## config.mk

```make
export PLATFORM = sky130hd
export DESIGN_NAME = drive_speed_safety_limiter_top
export DESIGN_NICKNAME = d
export VERILOG_FILES = /design/src/rtl/dssl_pkg.sv /design/src/rtl/dssl_div.sv /design/src/rtl/dssl_datapath.sv /design/src/rtl/dssl_ctrl.sv /design/src/rtl/drive_speed_safety_limiter_top.sv
export SDC_FILE = /design/constraint.sdc
export NUM_CORES = 1
export LEC_CHECK = 0
export BUFFER_PORTS_ARGS = -buffer_cell sky130_fd_sc_hd__buf_2
export CORE_MARGIN = 8
export CORE_UTILIZATION = 60
export DETAILED_ROUTE_END_ITERATION = 8
export GPL_ROUTABILITY_DRIVEN = 1
export GPL_TIMING_DRIVEN = 0
export PLACE_DENSITY_LB_ADDON = 0.25
export SLEW_MARGIN = 20
export SYNTH_ARGS = -nofsm -noshare
export SYNTH_HDL_FRONTEND = slang
export SYNTH_SLANG_ARGS = --single-unit
```

## constraint.sdc

```tcl
create_clock -name aclk -period 13.15 [get_ports aclk]
set_input_delay 1.315 -clock aclk [delete_from_list [all_inputs] [get_ports aclk]]
set_output_delay 1.315 -clock aclk [all_outputs]
set_load 0.01 [all_outputs]
```

## src/rtl/dssl_pkg.sv

```systemverilog
// Shared types and constants of the drive speed safety limiter.
package dssl_pkg;

    // Speed and limit scaling
    localparam int unsigned ONE_Q14 = 16384;
    localparam int unsigned LIM_W = 15;
    localparam int unsigned QUOT_W = 14;
    localparam int unsigned DIV_STEPS = 14;
    localparam int unsigned DRIVE_SCALE = 200;

    // Tick counter is kept as thousands and units of a thousand
    localparam int unsigned BLINK_PERIOD = 1000;
    localparam int unsigned KILO_WRAP = 30;
    localparam logic [7:0] BLINK_PATTERN = 8'd86;

    // Configuration register indexes
    localparam logic [2:0] CFG_STOP_DIST = 3'd0;
    localparam logic [2:0] CFG_BRAKE_DIST = 3'd1;
    localparam logic [2:0] CFG_BATT_LIMIT = 3'd2;
    localparam logic [2:0] CFG_BATT_GUARD = 3'd3;
    localparam logic [2:0] CFG_FRONT_GUARD = 3'd4;
    localparam logic [2:0] CFG_REAR_GUARD = 3'd5;

    // Status codes
    localparam logic [1:0] BATT_OK = 2'd0;
    localparam logic [1:0] BATT_POWER = 2'd1;
    localparam logic [1:0] BATT_COMPUTE = 2'd2;
    localparam logic [1:0] GUARD_FREE = 2'd0;
    localparam logic [1:0] GUARD_BRAKE = 2'd1;
    localparam logic [1:0] GUARD_STOP = 2'd2;

    typedef enum logic [2:0] {
        ST_IDLE,
        ST_FRONT_START,
        ST_FRONT_DIV,
        ST_REAR_START,
        ST_REAR_DIV,
        ST_OUTPUT
    } state_t;

    typedef struct packed {
        logic load;
        logic div_start;
        logic div_sel_rear;
        logic cap_front;
        logic cap_rear;
        logic emit;
    } cmd_t;

    typedef struct packed {
        logic div_done;
        logic out_free;
    } stat_t;

    typedef struct packed {
        logic [1:0]       status;
        logic [LIM_W-1:0] lim;
    } guard_t;

endpackage

```

## src/rtl/dssl_div.sv

```systemverilog
// Restoring divider, one quotient bit per cycle, for the braking ratio.
module dssl_div (
    input  logic                            aclk,
    input  logic                            aresetn,
    input  logic                            start,
    input  logic [15:0]                     num,
    input  logic [15:0]                     den,
    output logic                            done,
    output logic [dssl_pkg::QUOT_W-1:0]     quot
);

    logic [15:0]                 rem_reg;
    logic [15:0]                 den_reg;
    logic [dssl_pkg::QUOT_W-1:0] quot_reg;
    logic [3:0]                  cnt_reg;
    logic                        busy_reg;
    logic                        done_reg;
    logic [16:0]                 shifted;
    logic [16:0]                 diff;
    logic                        fits;

    assign shifted = {rem_reg, 1'b0};
    assign diff = shifted - {1'b0, den_reg};
    assign fits = (shifted >= {1'b0, den_reg});

    always_ff @(posedge aclk) begin
        if (!aresetn) begin
            busy_reg <= 1'b0;
            done_reg <= 1'b0;
            cnt_reg <= '0;
        end else begin
            done_reg <= 1'b0;
            if (start) begin
                busy_reg <= 1'b1;
                cnt_reg <= 4'(dssl_pkg::DIV_STEPS);
            end else if (busy_reg) begin
                cnt_reg <= cnt_reg - 4'd1;
                if (cnt_reg == 4'd1) begin
                    busy_reg <= 1'b0;
                    done_reg <= 1'b1;
                end
            end
        end
    end

    // The partial remainder starts at num and shifts left each step, giving (num << QUOT_W) / den for num < den.
    always_ff @(posedge aclk) begin
        if (start) begin
            rem_reg <= num;
            den_reg <= den;
            quot_reg <= '0;
        end else if (busy_reg) begin
            if (fits) begin
                rem_reg <= diff[15:0];
                quot_reg <= {quot_reg[dssl_pkg::QUOT_W-2:0], 1'b1};
            end else begin
                rem_reg <= shifted[15:0];
                quot_reg <= {quot_reg[dssl_pkg::QUOT_W-2:0], 1'b0};
            end
        end
    end

    assign done = done_reg;
    assign quot = quot_reg;

endmodule

```

## src/rtl/dssl_datapath.sv

```systemverilog
// Datapath: config registers, captured readings, guard limits, speed caps, LEDs, output beat.
module dssl_datapath (
    input  logic                 aclk,
    input  logic                 aresetn,
    input  logic                 cfg_valid,
    input  logic [2:0]           cfg_index,
    input  logic [15:0]          cfg_data,
    input  logic [103:0]         s_tdata,
    input  dssl_pkg::cmd_t       cmd,
    output dssl_pkg::stat_t      stat,
    output logic                 m_tvalid,
    input  logic                 m_tready,
    output logic [55:0]          m_tdata
);

    // Configuration
    logic [15:0] stop_dist_reg;
    logic [15:0] brake_dist_reg;
    logic [15:0] batt_limit_reg;
    logic        batt_guard_reg;
    logic        front_guard_reg;
    logic        rear_guard_reg;

    // Captured readings
    logic [15:0]        pv_reg;
    logic [15:0]        cv_reg;
    logic [15:0]        fd_reg;
    logic               fc_reg;
    logic [15:0]        rd_reg;
    logic               rc_reg;
    logic signed [15:0] lcmd_reg;
    logic signed [15:0] rcmd_reg;

    logic signed [15:0] lcmd_in;
    logic signed [15:0] rcmd_in;

    // Guard results
    dssl_pkg::guard_t front_reg;
    dssl_pkg::guard_t rear_reg;
    dssl_pkg::guard_t front_eval;
    dssl_pkg::guard_t rear_eval;

    // Tick counter and LEDs
    logic [9:0] sub_reg;
    logic [4:0] kilo_reg;
    logic [7:0] led_reg [4];
    logic [7:0] led_next [4];

    logic                        div_done;
    logic [dssl_pkg::QUOT_W-1:0] quot;
    logic [15:0]                 div_num;
    logic [15:0]                 div_den;

    logic [1:0]         batt;
    logic signed [16:0] vl;
    logic signed [16:0] vr;
    logic signed [8:0]  right_word;
    logic signed [8:0]  left_word;
    logic signed [9:0]  left_neg;

    logic               m_tvalid_reg;
    logic [55:0]        m_tdata_reg;

    function automatic logic signed [15:0] sat_cmd(input logic signed [15:0] raw);
        logic signed [15:0] v;
        v = raw;
        if (raw > $signed(16'(dssl_pkg::ONE_Q14))) v = 16'(dssl_pkg::ONE_Q14);
        if (raw < -$signed(16'(dssl_pkg::ONE_Q14))) v = -$signed(16'(dssl_pkg::ONE_Q14));
        return v;
    endfunction

    function automatic dssl_pkg::guard_t guard_eval(
        input logic [15:0]                 d,
        input logic                        clear,
        input logic [15:0]                 lo,
        input logic [15:0]                 hi,
        input logic [dssl_pkg::QUOT_W-1:0] q
    );
        dssl_pkg::guard_t g;
        if (clear || d > hi) begin
            g.status = dssl_pkg::GUARD_FREE;
            g.lim = dssl_pkg::LIM_W'(dssl_pkg::ONE_Q14);
        end else if (d < lo) begin
            g.status = dssl_pkg::GUARD_STOP;
            g.lim = '0;
        end else if (hi == lo || d == hi) begin
            // empty band, or the top edge of the band: full speed
            g.status = dssl_pkg::GUARD_BRAKE;
            g.lim = dssl_pkg::LIM_W'(dssl_pkg::ONE_Q14);
        end else begin
            g.status = dssl_pkg::GUARD_BRAKE;
            g.lim = {1'b0, q};
        end
        return g;
    endfunction

    function automatic logic signed [16:0] limit_speed(
        input logic signed [15:0]         cmd_v,
        input logic                       cut,
        input logic                       fg,
        input logic                       rg,
        input logic [dssl_pkg::LIM_W-1:0] flim,
        input logic [dssl_pkg::LIM_W-1:0] rlim
    );
        logic signed [16:0] v;
        logic signed [16:0] fl;
        logic signed [16:0] rl;
        v = 17'(cmd_v);
        fl = $signed({2'b00, flim});
        rl = -$signed({2'b00, rlim});
        if (cut) v = '0;
        if (fg && cmd_v > 16'sd0 && fl < v) v = fl;
        if (rg && cmd_v < 16'sd0 && rl > v) v = rl;
        return v;
    endfunction

    // v * 200 / 16384, truncated toward zero
    function automatic logic signed [8:0] to_drive(input logic signed [16:0] v);
        logic signed [25:0] prod;
        logic signed [25:0] adj;
        prod = 26'(v) * $signed(26'(dssl_pkg::DRIVE_SCALE));
        adj = (prod < 26'sd0) ? prod + $signed(26'(dssl_pkg::ONE_Q14 - 1)) : prod;
        return adj[22:14];
    endfunction

    // Configuration writes; the port never stalls
    always_ff @(posedge aclk) begin
        if (!aresetn) begin
            stop_dist_reg <= 16'd51;
            brake_dist_reg <= 16'd128;
            batt_limit_reg <= 16'd1000;
            batt_guard_reg <= 1'b0;
            front_guard_reg <= 1'b0;
            rear_guard_reg <= 1'b0;
        end else if (cfg_valid) begin
            case (cfg_index)
                dssl_pkg::CFG_STOP_DIST:   stop_dist_reg <= cfg_data;
                dssl_pkg::CFG_BRAKE_DIST:  brake_dist_reg <= cfg_data;
                dssl_pkg::CFG_BATT_LIMIT:  batt_limit_reg <= cfg_data;
                dssl_pkg::CFG_BATT_GUARD:  batt_guard_reg <= cfg_data[0];
                dssl_pkg::CFG_FRONT_GUARD: front_guard_reg <= cfg_data[0];
                dssl_pkg::CFG_REAR_GUARD:  rear_guard_reg <= cfg_data[0];
                default: ;
            endcase
        end
    end

    assign lcmd_in = sat_cmd($signed(s_tdata[81:66]));
    assign rcmd_in = sat_cmd($signed(s_tdata[97:82]));

    always_ff @(posedge aclk) begin
        if (cmd.load) begin
            pv_reg <= s_tdata[15:0];
            cv_reg <= s_tdata[31:16];
            fd_reg <= s_tdata[47:32];
            fc_reg <= s_tdata[48];
            rd_reg <= s_tdata[64:49];
            rc_reg <= s_tdata[65];
            lcmd_reg <= lcmd_in;
            rcmd_reg <= rcmd_in;
        end
    end

    // Shared divider: (d - stop) << 14 / (start - stop)
    assign div_num = cmd.div_sel_rear ? rd_reg - stop_dist_reg : fd_reg - stop_dist_reg;
    assign div_den = brake_dist_reg - stop_dist_reg;

    dssl_div u_div (
        .aclk    (aclk),
        .aresetn (aresetn),
        .start   (cmd.div_start),
        .num     (div_num),
        .den     (div_den),
        .done    (div_done),
        .quot    (quot)
    );

    assign front_eval = guard_eval(fd_reg, fc_reg, stop_dist_reg, brake_dist_reg, quot);
    assign rear_eval = guard_eval(rd_reg, rc_reg, stop_dist_reg, brake_dist_reg, quot);

    always_ff @(posedge aclk) begin
        if (cmd.cap_front) front_reg <= front_eval;
        if (cmd.cap_rear) rear_reg <= rear_eval;
    end

    // Compute battery wins over the power battery
    always_comb begin
        if (cv_reg < batt_limit_reg) begin
            batt = dssl_pkg::BATT_COMPUTE;
        end else if (pv_reg < batt_limit_reg) begin
            batt = dssl_pkg::BATT_POWER;
        end else begin
            batt = dssl_pkg::BATT_OK;
        end
    end

    assign vl = limit_speed(lcmd_reg, batt_guard_reg && batt != dssl_pkg::BATT_OK,
                            front_guard_reg, rear_guard_reg, front_reg.lim, rear_reg.lim);
    assign vr = limit_speed(rcmd_reg, batt_guard_reg && batt != dssl_pkg::BATT_OK,
                            front_guard_reg, rear_guard_reg, front_reg.lim, rear_reg.lim);
    assign right_word = to_drive(vr);
    assign left_word = to_drive(vl);
    assign left_neg = -10'(left_word);

    // LED update for this tick
    always_comb begin
        for (int i = 0; i < 4; i++) led_next[i] = led_reg[i];
        if (batt == dssl_pkg::BATT_OK) begin
            led_next[0] = 8'd1;
            led_next[1] = 8'd2;
            led_next[2] = 8'd4;
            led_next[3] = 8'd8;
        end else if (sub_reg == '0) begin
            for (int i = 0; i < 4; i++) begin
                led_next[i] = kilo_reg[0] ? 8'd0 : dssl_pkg::BLINK_PATTERN;
            end
        end
    end

    always_ff @(posedge aclk) begin
        if (!aresetn) begin
            sub_reg <= '0;
            kilo_reg <= '0;
            for (int i = 0; i < 4; i++) led_reg[i] <= '0;
        end else if (cmd.emit) begin
            for (int i = 0; i < 4; i++) led_reg[i] <= led_next[i];
            if (kilo_reg == 5'(dssl_pkg::KILO_WRAP) && sub_reg == '0) begin
                kilo_reg <= '0;
            end else if (sub_reg == 10'(dssl_pkg::BLINK_PERIOD - 1)) begin
                sub_reg <= '0;
                kilo_reg <= kilo_reg + 5'd1;
            end else begin
                sub_reg <= sub_reg + 10'd1;
            end
        end
    end

    // Output register
    always_ff @(posedge aclk) begin
        if (!aresetn) begin
            m_tvalid_reg <= 1'b0;
        end else if (cmd.emit) begin
            m_tvalid_reg <= 1'b1;
        end else if (m_tready) begin
            m_tvalid_reg <= 1'b0;
        end
    end

    always_ff @(posedge aclk) begin
        if (cmd.emit) begin
            m_tdata_reg <= {led_next[3], led_next[2], led_next[1], led_next[0],
                            rear_reg.status, front_reg.status, batt,
                            left_neg[8:0], right_word};
        end
    end

    assign m_tvalid = m_tvalid_reg;
    assign m_tdata = m_tdata_reg;
    assign stat.div_done = div_done;
    assign stat.out_free = !m_tvalid_reg || m_tready;

`ifndef SYNTHESIS
    a_drive_range: assert property (@(posedge aclk) disable iff (!aresetn)
        m_tvalid |-> ($signed(m_tdata[8:0]) <= 9'sd200 && $signed(m_tdata[8:0]) >= -9'sd200
                      && $signed(m_tdata[17:9]) <= 9'sd200
                      && $signed(m_tdata[17:9]) >= -9'sd200))
        else $error("drive word out of range");
    a_batt_code: assert property (@(posedge aclk) disable iff (!aresetn)
        m_tvalid |-> m_tdata[19:18] != 2'd3)
        else $error("bad battery status");
    a_tick_range: assert property (@(posedge aclk) disable iff (!aresetn)
        sub_reg < 10'(dssl_pkg::BLINK_PERIOD) && kilo_reg <= 5'(dssl_pkg::KILO_WRAP)
        && (kilo_reg != 5'(dssl_pkg::KILO_WRAP) || sub_reg == '0))
        else $error("tick counter out of range");
    a_led_ok: assert property (@(posedge aclk) disable iff (!aresetn)
        cmd.emit && batt == dssl_pkg::BATT_OK |=>
            m_tdata[55:24] == 32'h0804_0201)
        else $error("LEDs wrong with battery ok");
`endif

endmodule

```

## src/rtl/dssl_ctrl.sv

```systemverilog
// Controller: sequences capture, the two divider runs and the output beat.
module dssl_ctrl (
    input  logic              aclk,
    input  logic              aresetn,
    input  logic              s_tvalid,
    output logic              s_tready,
    input  dssl_pkg::stat_t   stat,
    output dssl_pkg::cmd_t    cmd
);

    dssl_pkg::state_t state_reg;
    dssl_pkg::state_t state_next;

    always_ff @(posedge aclk) begin
        if (!aresetn) begin
            state_reg <= dssl_pkg::ST_IDLE;
        end else begin
            state_reg <= state_next;
        end
    end

    always_comb begin
        state_next = state_reg;
        cmd = '0;
        s_tready = 1'b0;
        case (state_reg)
            dssl_pkg::ST_IDLE: begin
                s_tready = 1'b1;
                if (s_tvalid) begin
                    cmd.load = 1'b1;
                    state_next = dssl_pkg::ST_FRONT_START;
                end
            end
            dssl_pkg::ST_FRONT_START: begin
                cmd.div_start = 1'b1;
                state_next = dssl_pkg::ST_FRONT_DIV;
            end
            dssl_pkg::ST_FRONT_DIV: begin
                if (stat.div_done) begin
                    cmd.cap_front = 1'b1;
                    state_next = dssl_pkg::ST_REAR_START;
                end
            end
            dssl_pkg::ST_REAR_START: begin
                cmd.div_start = 1'b1;
                cmd.div_sel_rear = 1'b1;
                state_next = dssl_pkg::ST_REAR_DIV;
            end
            dssl_pkg::ST_REAR_DIV: begin
                if (stat.div_done) begin
                    cmd.cap_rear = 1'b1;
                    state_next = dssl_pkg::ST_OUTPUT;
                end
            end
            dssl_pkg::ST_OUTPUT: begin
                // wait until the previous beat has left the output register
                if (stat.out_free) begin
                    cmd.emit = 1'b1;
                    state_next = dssl_pkg::ST_IDLE;
                end
            end
            default: begin
                state_next = dssl_pkg::ST_IDLE;
            end
        endcase
    end

endmodule

```

## src/rtl/drive_speed_safety_limiter_top.sv

```systemverilog
// Top level of the drive speed safety limiter.
// Each input beat is one control tick: battery readings, front and rear distances with
// their clear flags, and left and right speed commands. The block answers with one output
// beat holding the limited drive words, the three guard states and four LED patterns.
// A tick is not accepted again until it is done: a capture state, then two runs of the
// shared 14-step restoring divider (front ratio, then rear), each a start state and a
// wait state that captures the ratio, and an output state that waits for the output
// register to be free. The result waits there while the next tick is accepted.
// Configuration writes are taken every cycle and must be made while the block is idle.
module drive_speed_safety_limiter_top (
    input  logic         aclk,
    input  logic         aresetn,
    // configuration write channel
    input  logic         cfg_valid,
    output logic         cfg_ready,
    input  logic [2:0]   cfg_index,
    input  logic [15:0]  cfg_data,
    // input ticks
    input  logic         s_tvalid,
    output logic         s_tready,
    // power_voltage[15:0], compute_voltage[31:16], front_distance[47:32],
    // front_clear[48], rear_distance[64:49], rear_clear[65],
    // left_command[81:66], right_command[97:82], zero[103:98]
    input  logic [103:0] s_tdata,
    // results
    output logic         m_tvalid,
    input  logic         m_tready,
    // right_drive[8:0], left_drive[17:9], battery_status[19:18], front_status[21:20],
    // rear_status[23:22], led_first[31:24], led_second[39:32], led_third[47:40],
    // led_fourth[55:48]
    output logic [55:0]  m_tdata
);

    dssl_pkg::cmd_t  cmd;
    dssl_pkg::stat_t stat;

    assign cfg_ready = 1'b1;

    dssl_ctrl u_ctrl (
        .aclk     (aclk),
        .aresetn  (aresetn),
        .s_tvalid (s_tvalid),
        .s_tready (s_tready),
        .stat     (stat),
        .cmd      (cmd)
    );

    dssl_datapath u_datapath (
        .aclk      (aclk),
        .aresetn   (aresetn),
        .cfg_valid (cfg_valid),
        .cfg_index (cfg_index),
        .cfg_data  (cfg_data),
        .s_tdata   (s_tdata),
        .cmd       (cmd),
        .stat      (stat),
        .m_tvalid  (m_tvalid),
        .m_tready  (m_tready),
        .m_tdata   (m_tdata)
    );

endmodule

```

Word-level counts from Yosys, hierarchy flattened
Memories as Yosys holds them, arrays and structs flattened.
Index checks and enable logic that the tools add are counted.
{ "totals": {"regBits": 310, "mem_bits_rw": 32, "input_bits": 128, "output_inout_bits": 59, "word_cells": 198, "n_memories": 1} }
{ "mem_list": {"columns": ["name", "depth", "width", "rd", "rd_clocked_by_memory_dff", "wr", "line", "text"], "rows": [
  ["u_datapath.led_reg", 4, 8, 4, 0, 4, "dssl_datapath.sv:46", "logic [7:0] led_reg [4];"]
]} }
{ "op_classes": {"addsub": 11, "n_mul": 2, "n_lt_le_gt_ge": 21, "eq_ne": 20, "n_mux": 58, "n_bitwise": 7, "n_reduce_logical": 42} }
{ "ops": {"columns": ["op", "n"], "rows": [
  ["$mux 17", 8],
  ["$mux 16", 6],
  ["$lt 16x16->1", 4],
  ["$mux 32", 2],
  ["$sub 16x16->16", 4],
  ["$lt 26x1->1 const B", 2],
  ["$eq 16x16->1", 3],
  ["$add 23x15->23 const B", 2],
  ["$mul 17x6->23 const B", 2],
  ["$mux 23", 2],
  ["$gt 17x17->1", 2],
  ["$lt 16x17->1", 2],
  ["$gt 16x1->1 const B", 2],
  ["$gt 16x16->1", 2],
  ["$gt 16x16->1 const B", 2],
  ["$lt 16x1->1 const B", 2],
  ["$lt 16x15->1 const B", 2],
  ["$mux 8", 4],
  ["$mux 15", 2],
  ["$mux 1", 22],
  ["$pmux 3 s6", 1],
  ["$ge 17x16->1", 1],
  ["$neg 15->17", 1],
  ["$reduce_and 2->1", 8],
  ["other kinds (30)", 73]
]} }

Logic depth before layout (Yosys ltp)
{ "depth": {"ltp_word": 16, "mapped_depth": 64, "ltp_nobuf": 61} }

Modules after synthesis
From an unflattened synthesis, not the netlist that was laid out.
{ "hier_totals": {"hier_cells": 2498, "hier_area_um2": 23840.4} }
{ "modules_own_cells": {"columns": ["mod", "n_inst", "cells_each", "area_per_inst_um2", "seq_area_each_um2"], "rows": [
  ["dssl_datapath", 1, 2179, 20687.3, 7947.6],
  ["dssl_div", 1, 294, 2951.6, 1361.3],
  ["dssl_ctrl", 1, 23, 190.2, 60.1],
  ["drive_speed_safety_limiter_top", 1, 2, 11.3, 0.0]
]} }

Worst setup path before layout
Ideal clock, no wire load.
{ "synth_timing": {"kind": "register to register", "startpoint": "register u_datapath.pv_reg[11]", "endpoint": "register u_datapath.m_tdata_reg[17], in the netlist u_datapath.m_tdata[17] (data pin)", "setup_ns": 0.260, "arrival_time_ns": 11.518, "required_ns": 12.890, "slack_ns": 1.372, "stages_incl_launch_ff": 59, "n_path_buf": 9, "period_less_slack_ns": 11.778, "path_cell_list": "edfxtp_1 ha_1 and3_1 a221o_1 a21oi_2 o21ai_2 a21bo_2 clkbuf_1 clkbuf_1 clkbuf_1 nand2_1 ha_1 a21oi_1 o21a_1 o21ai_0 o21a_1 a21boi_0 nor3_1 [... 23 more ...] ha_1 a21o_1 a21oi_1 nor2b_1 o21a_1 o22ai_1 o2111ai_1 o211a_1 nand4_1 a31o_2 o211ai_2 or4_4 and2_4 xor2_1 ha_1 o211ai_1 mux2i_1 xnor2_1"} }
{ "synth_via": {"elab_chain_len": 16, "elab_cells_between_ends": 17, "classes_between": "add/sub: 2; mul: 1; order compare: 4; mux: 6; reduce/logical: 4"} }
{ "synth_rtl": {"columns": ["element", "line", "text"], "rows": [
  ["from (decl)", "dssl_datapath.sv:25", "logic [15:0] pv_reg;"],
  ["from (signal assigned)", "dssl_datapath.sv:153", "pv_reg <= s_tdata[15:0];"],
  ["$lt 16x16->1 *", "dssl_datapath.sv:190", "end else if (pv_reg < batt_limit_reg) begin"],
  ["$mux 1 *", "dssl_datapath.sv:190", null],
  ["$mux 2 *", "dssl_datapath.sv:188", "if (cv_reg < batt_limit_reg) begin"],
  ["$reduce_bool 2->1 *", "dssl_datapath.sv:197", "assign vl = limit_speed(lcmd_reg, batt_guard_reg && batt != dssl_pkg::BATT_OK,"],
  ["$logic_and 1x1->1 *", "dssl_datapath.sv:197", null],
  ["$mux 17 *", "dssl_datapath.sv:111", "if (cut) v = '0;"],
  ["$lt 16x17->1", "dssl_datapath.sv:112", "if (fg && cmd_v > 16'sd0 && fl < v) v = fl;"],
  ["$logic_and 1x1->1", "dssl_datapath.sv:112", null],
  ["$mux 17 *", "dssl_datapath.sv:112", null],
  ["$gt 17x17->1", "dssl_datapath.sv:113", "if (rg && cmd_v < 16'sd0 && rl > v) v = rl;"],
  ["$logic_and 1x1->1", "dssl_datapath.sv:113", null],
  ["$mux 17 *", "dssl_datapath.sv:113", null],
  ["$mul 17x6->23 *", "dssl_datapath.sv:121", "prod = 26'(v) * $signed(26'(dssl_pkg::DRIVE_SCALE));"],
  ["$add 23x15->23 / $lt 26x1->1 (equally long branches)", "dssl_datapath.sv:122", "adj = (prod < 26'sd0) ? prod + $signed(26'(dssl_pkg::ONE_Q14 - 1)) : prod;"],
  ["$mux 23 *", "dssl_datapath.sv:122", null],
  ["$neg 9->9 *", "dssl_datapath.sv:203", "assign left_neg = -10'(left_word);"],
  ["net u_datapath.left_neg[8]", "dssl_datapath.sv:59", "logic signed [9:0] left_neg;"],
  ["to (signal assigned)", "dssl_datapath.sv:251", "m_tdata_reg <= {led_next[3], led_next[2], led_next[1], led_next[0],"],
  ["to (decl)", "dssl_datapath.sv:62", "logic [55:0] m_tdata_reg;"]
]} }
Mark *: on every way through the listed nets, which the timed path passes. The rest lies on a longest branch.
A chain may end at the register's enable or synchronous reset.

Worst setup path in the final report
{ "layout_timing": {"startpoint": "register u_datapath.batt_limit_reg[15]", "endpoint": "register u_datapath.m_tdata_reg[6], in the netlist u_datapath.m_tdata[6] (data pin)"} }
{ "layout_via": {"elab_chain_len": 15, "elab_cells_between_ends": 17, "classes_between": "add/sub: 1; mul: 1; order compare: 5; mux: 6; reduce/logical: 4"} }
{ "layout_rtl": {"columns": ["element", "line", "text"], "rows": [
  ["from (decl)", "dssl_datapath.sv:19", "logic [15:0] batt_limit_reg;"],
  ["from (signal assigned)", "dssl_datapath.sv:139", "dssl_pkg::CFG_BATT_LIMIT: batt_limit_reg <= cfg_data;"],
  ["$lt 16x16->1", "dssl_datapath.sv:190", null],
  ["$mux 1", "dssl_datapath.sv:190", null],
  ["$mux 2 *", "dssl_datapath.sv:188", null],
  ["$reduce_bool 2->1 *", "dssl_datapath.sv:199", "assign vr = limit_speed(rcmd_reg, batt_guard_reg && batt != dssl_pkg::BATT_OK,"],
  ["$logic_and 1x1->1 *", "dssl_datapath.sv:199", null],
  ["$mux 17 *", "dssl_datapath.sv:111", null],
  ["$lt 16x17->1", "dssl_datapath.sv:112", null],
  ["$logic_and 1x1->1", "dssl_datapath.sv:112", null],
  ["$mux 17 *", "dssl_datapath.sv:112", null],
  ["$gt 17x17->1", "dssl_datapath.sv:113", null],
  ["$logic_and 1x1->1", "dssl_datapath.sv:113", null],
  ["$mux 17 *", "dssl_datapath.sv:113", null],
  ["$mul 17x6->23 *", "dssl_datapath.sv:121", null],
  ["$add 23x15->23 / $lt 26x1->1 (equally long branches)", "dssl_datapath.sv:122", null],
  ["$mux 23 *", "dssl_datapath.sv:122", null],
  ["net u_datapath.right_word[6]", "dssl_datapath.sv:57", "logic signed [8:0] right_word;"]
]} }
Marks and branches as above.

==> summary.txt <==
Outcome
  – Outcome: complete, no violations

Synthesis
  – Synth Area in Adders: 0.187
  – Top-area cell type share of the netlist area: 0.325
  – Largest cells by area after synthesis: edfxtp_1, ha_1, dfxtp_1, inv_1, nand2_1
  – Mapped Nets: 2866
  – Post-synth ARST share: 0
  – Seq/Total Area, Yosys: 0.402
  – Synth Area in Simple Gates: 0.164
  – Synth Area in Compound Gates: 0.131
  – Main flop type after synthesis: edfxtp_1
  – EDFF count, synth: around 250
  – Synth Register Bits: 342
  – Cells after Synth: ~2400
  – Total of warnings raised by yosys: 0
  – Mapped Avg Cell Area: 9.69 sq um
  – Post-synthesis mux area share: 0.0257
  – Synth Area in XOR/XNOR: 0.0379
  – Cell with the most instances after synthesis: ha_1
  – Synth Cell Area: 23300 sq um
  – Cell taking the most area after synthesis: edfxtp_1
  – Largest family of logic cells by synthesized area: adder cells
  – Top post-synthesis cells by count: ha_1, inv_1, edfxtp_1, nand2_1, nor2_1
  – Distinct cells, synth: 75

Drt
  – Remaining DRCs: 0
  – Antenna Nets Post-Route: 0
  – Initial DRC count: about 1200
  – Vias: approximately 18000
  – Vias per cell: 5.78
  – WL final: just over 60000 microns
  – DRT Pass-1 Iters: 5
  – Drt wl/cell: about 19 microns

Die
  – Initial Util: 0.606
  – Die Wd: approximately 210 microns
  – Die Ht: approximately 210 microns
  – Die ar.: around 45000 sq um
  – Total core area: about 38000 sq um
  – I/O pin total: 187
  – Cell Rows: ~70

Finish
  – Max reg flops: 56
  – Fill cells: between 3000 and 4000
  – FF/Latch Area: ~9400 sq um
  – Layout area overhead: 13.0%
  – Final nets: 3091
  – Multi-input logic area: between 10000 and 15000 sq um
  – Share of layout cells above drive strength 1: 0.116

Power and ir drop
  – Pwr Total: 3640 uW
  – Max VDD drop: roughly 0.11 mV
  – Pwr dens: 138 nW/um^2
  – P_leak: 0.0118 uW

Setup path
  – Worst Path Required: approximately 13 ns
  – Worst Path Arrival: 12.70 ns
  – Crit Path Max Fanout: 10
  – Max stage delay on crit path: ~0.53 ns
  – CP endpoint kind: register
  – Kind of critical path: reg2reg
  – Most used cell, CP: a21o_1
  – Critical Path Source Type: register
  – Slowest stage cell, crit path: fa_1

STA
  – Final clock skew: roughly 0.028 ns
  – Setup WS post-layout: 0.739 ns
  – Hold Fails Final Rpt: 0
  – Crit share post-route: 0.944
  – Final min period: about 12 ns
  – Setup TNS: 0 ns
  – Final Slew Violations: 0
  – Tightest Pin Transition: 0.948 ns
  – Final setup vio count: 0
  – Fmax: approximately 0.08 GHz
  – Max_slew headroom: 0.362

Run
  – Max-cap viol count: 0

Clock tree
  – Clock-pin slew of the registers on the worst-case setup and hold paths: ~0.060 ns
  – Latest clock arrival within the worst-skew pair: approximately 0.57 ns
  – Max clock buf depth: 3
  – Clock root buffer: clkbuf_16
  – Clock Sinks: 342
  – H-tree depth: 2
  – CTS Buf Count: 38
  – CTS tree: yes
  – Hold Buf Count CTS: 0

Global route
  – First-pass GRT wire length: about 96000 microns
  – All-Layer GR Usage: 0.267
  – Vias in the first global route: 18591
  – Gr ovfl total: 0
  – Largest net degree at the start of global routing: 64
  – Initial antenna violation count: 1

Placed design
  – DP HPWL: slightly below 50000 microns
  – I/O Buffers: between 150 and 200
  – Final GP Congestion: around 0.96
  – Dpl ws: -1.09 ns

Worst hold path
  – Worst hold path type: reg2reg
==> critical path, delay by kind of cell (launching register included) <==
kind	cells	cell delay, ns
AO/OA/AOI/OAI	33	6.10
adder cells (fa/ha/maj)	7	2.02
AND/OR/NAND/NOR	10	1.72
buffers and inverters	8	1.41
flip-flops	1	0.37
multiplexers	1	0.34
XOR/XNOR	1	0.15
==> per-stage QoR <==
| stage | hold WS, ns | cell area (sq um) | utilization | instances |
|---|---|---|---|---|
| finish | 0.418 | 26300 | 0.685 | 3178 |
| detailed placement | 0.406 | 24900 | 0.648 | 3104 |
| floorplan | 0.400 | 23300 | - | 2406 |
| global route | 0.428 | 26300 | 0.685 | 3178 |
| CTS | 0.421 | 26200 | 0.681 | 3171 |
| global placement | 0.406 | 24900 | 0.646 | 3101 |
==> report_power, final <==
part	internal, uW	total, uW	switching (uW)
Clock	619	1060	443
Sequential	1270	1310	38.9
Combinational	548	1270	721
Total	2440	3640	1200
==> path summary, 6_finish.rpt <==
check | slack (ns) | cells past startpoint | endpoint | start
hold reg to reg | 0.42 | 0 | u_datapath.m_tdata[20]$_DFFE_PP_ | u_datapath.front_reg[15]$_SDFFCE_PP0P_
setup / recovery | 0.74 | 60 | u_datapath.m_tdata[6]$_DFFE_PP_ | u_datapath.batt_limit_reg[15]$_SDFFE_PN0P_
hold / removal | 0.42 | 0 | u_datapath.m_tdata[20]$_DFFE_PP_ | u_datapath.front_reg[15]$_SDFFCE_PP0P_
setup reg to reg | 0.74 | 60 | u_datapath.m_tdata[6]$_DFFE_PP_ | u_datapath.batt_limit_reg[15]$_SDFFE_PN0P_
==> cells in the final DEF, fill, tap and decap left out, drive strengths merged, types with 11 or more instances in the layout <==
master    n
edfxtp  252
dfxtp    90
o21ai   105
nor3     33
nand2b   17
and3     62
inv     257
nand4    34
or3      11
nand3    32
a21o     49
fa       29
and2     69
xor2     43
a21oi   142
nor2b    41
mux2i    52
ha      303
a21boi   78
clkbuf  106
buf     199
nor2    165
o21a     20
o211ai   18
nand2   248
xnor2    58
nor4     21
==> kinds of logic after synthesis <==
| family | after synthesis |
|---|---|
| other | 1 |
| buffers and inverters | 321 |
| DFF | 342 |
| xor gates and xnor gates | 101 |
| adders and majority gates | 332 |
| AOI/OAI and AO/OA | 475 |
| muxes | 59 |
| and+or+nand+nor | 775 |
==> timing repair <==
item,CTS,global route
pin swaps,0,5
resized for setup,14,27
endpoints found under the setup margin,18,18
setup buffers,0,8
==> final cells by class <==
type,instances,area share
clock inverters,16,0.00636
clock buffers,52,0.0408
multi-input cells,1743,0.487
flip-flops and latches,342,0.356
plain buffers,65,0.0109
repair buffers,188,0.0383
diodes,1,0.0000950
inverters,253,0.0360
well taps,518,0.0246
==> metal layers <==
metal | track usage | up-vias | part of all wire
li1 | - | 8943 | -
met1 | 0.320 | 8745 | 0.41
met2 | 0.477 | 551 | 0.50
met3 | 0.0377 | 131 | 0.052
met4 | 0.112 | 0 | 0.042
met5 | 0 | - | 0
Note: power is estimated with default switching activity, not from simulation.
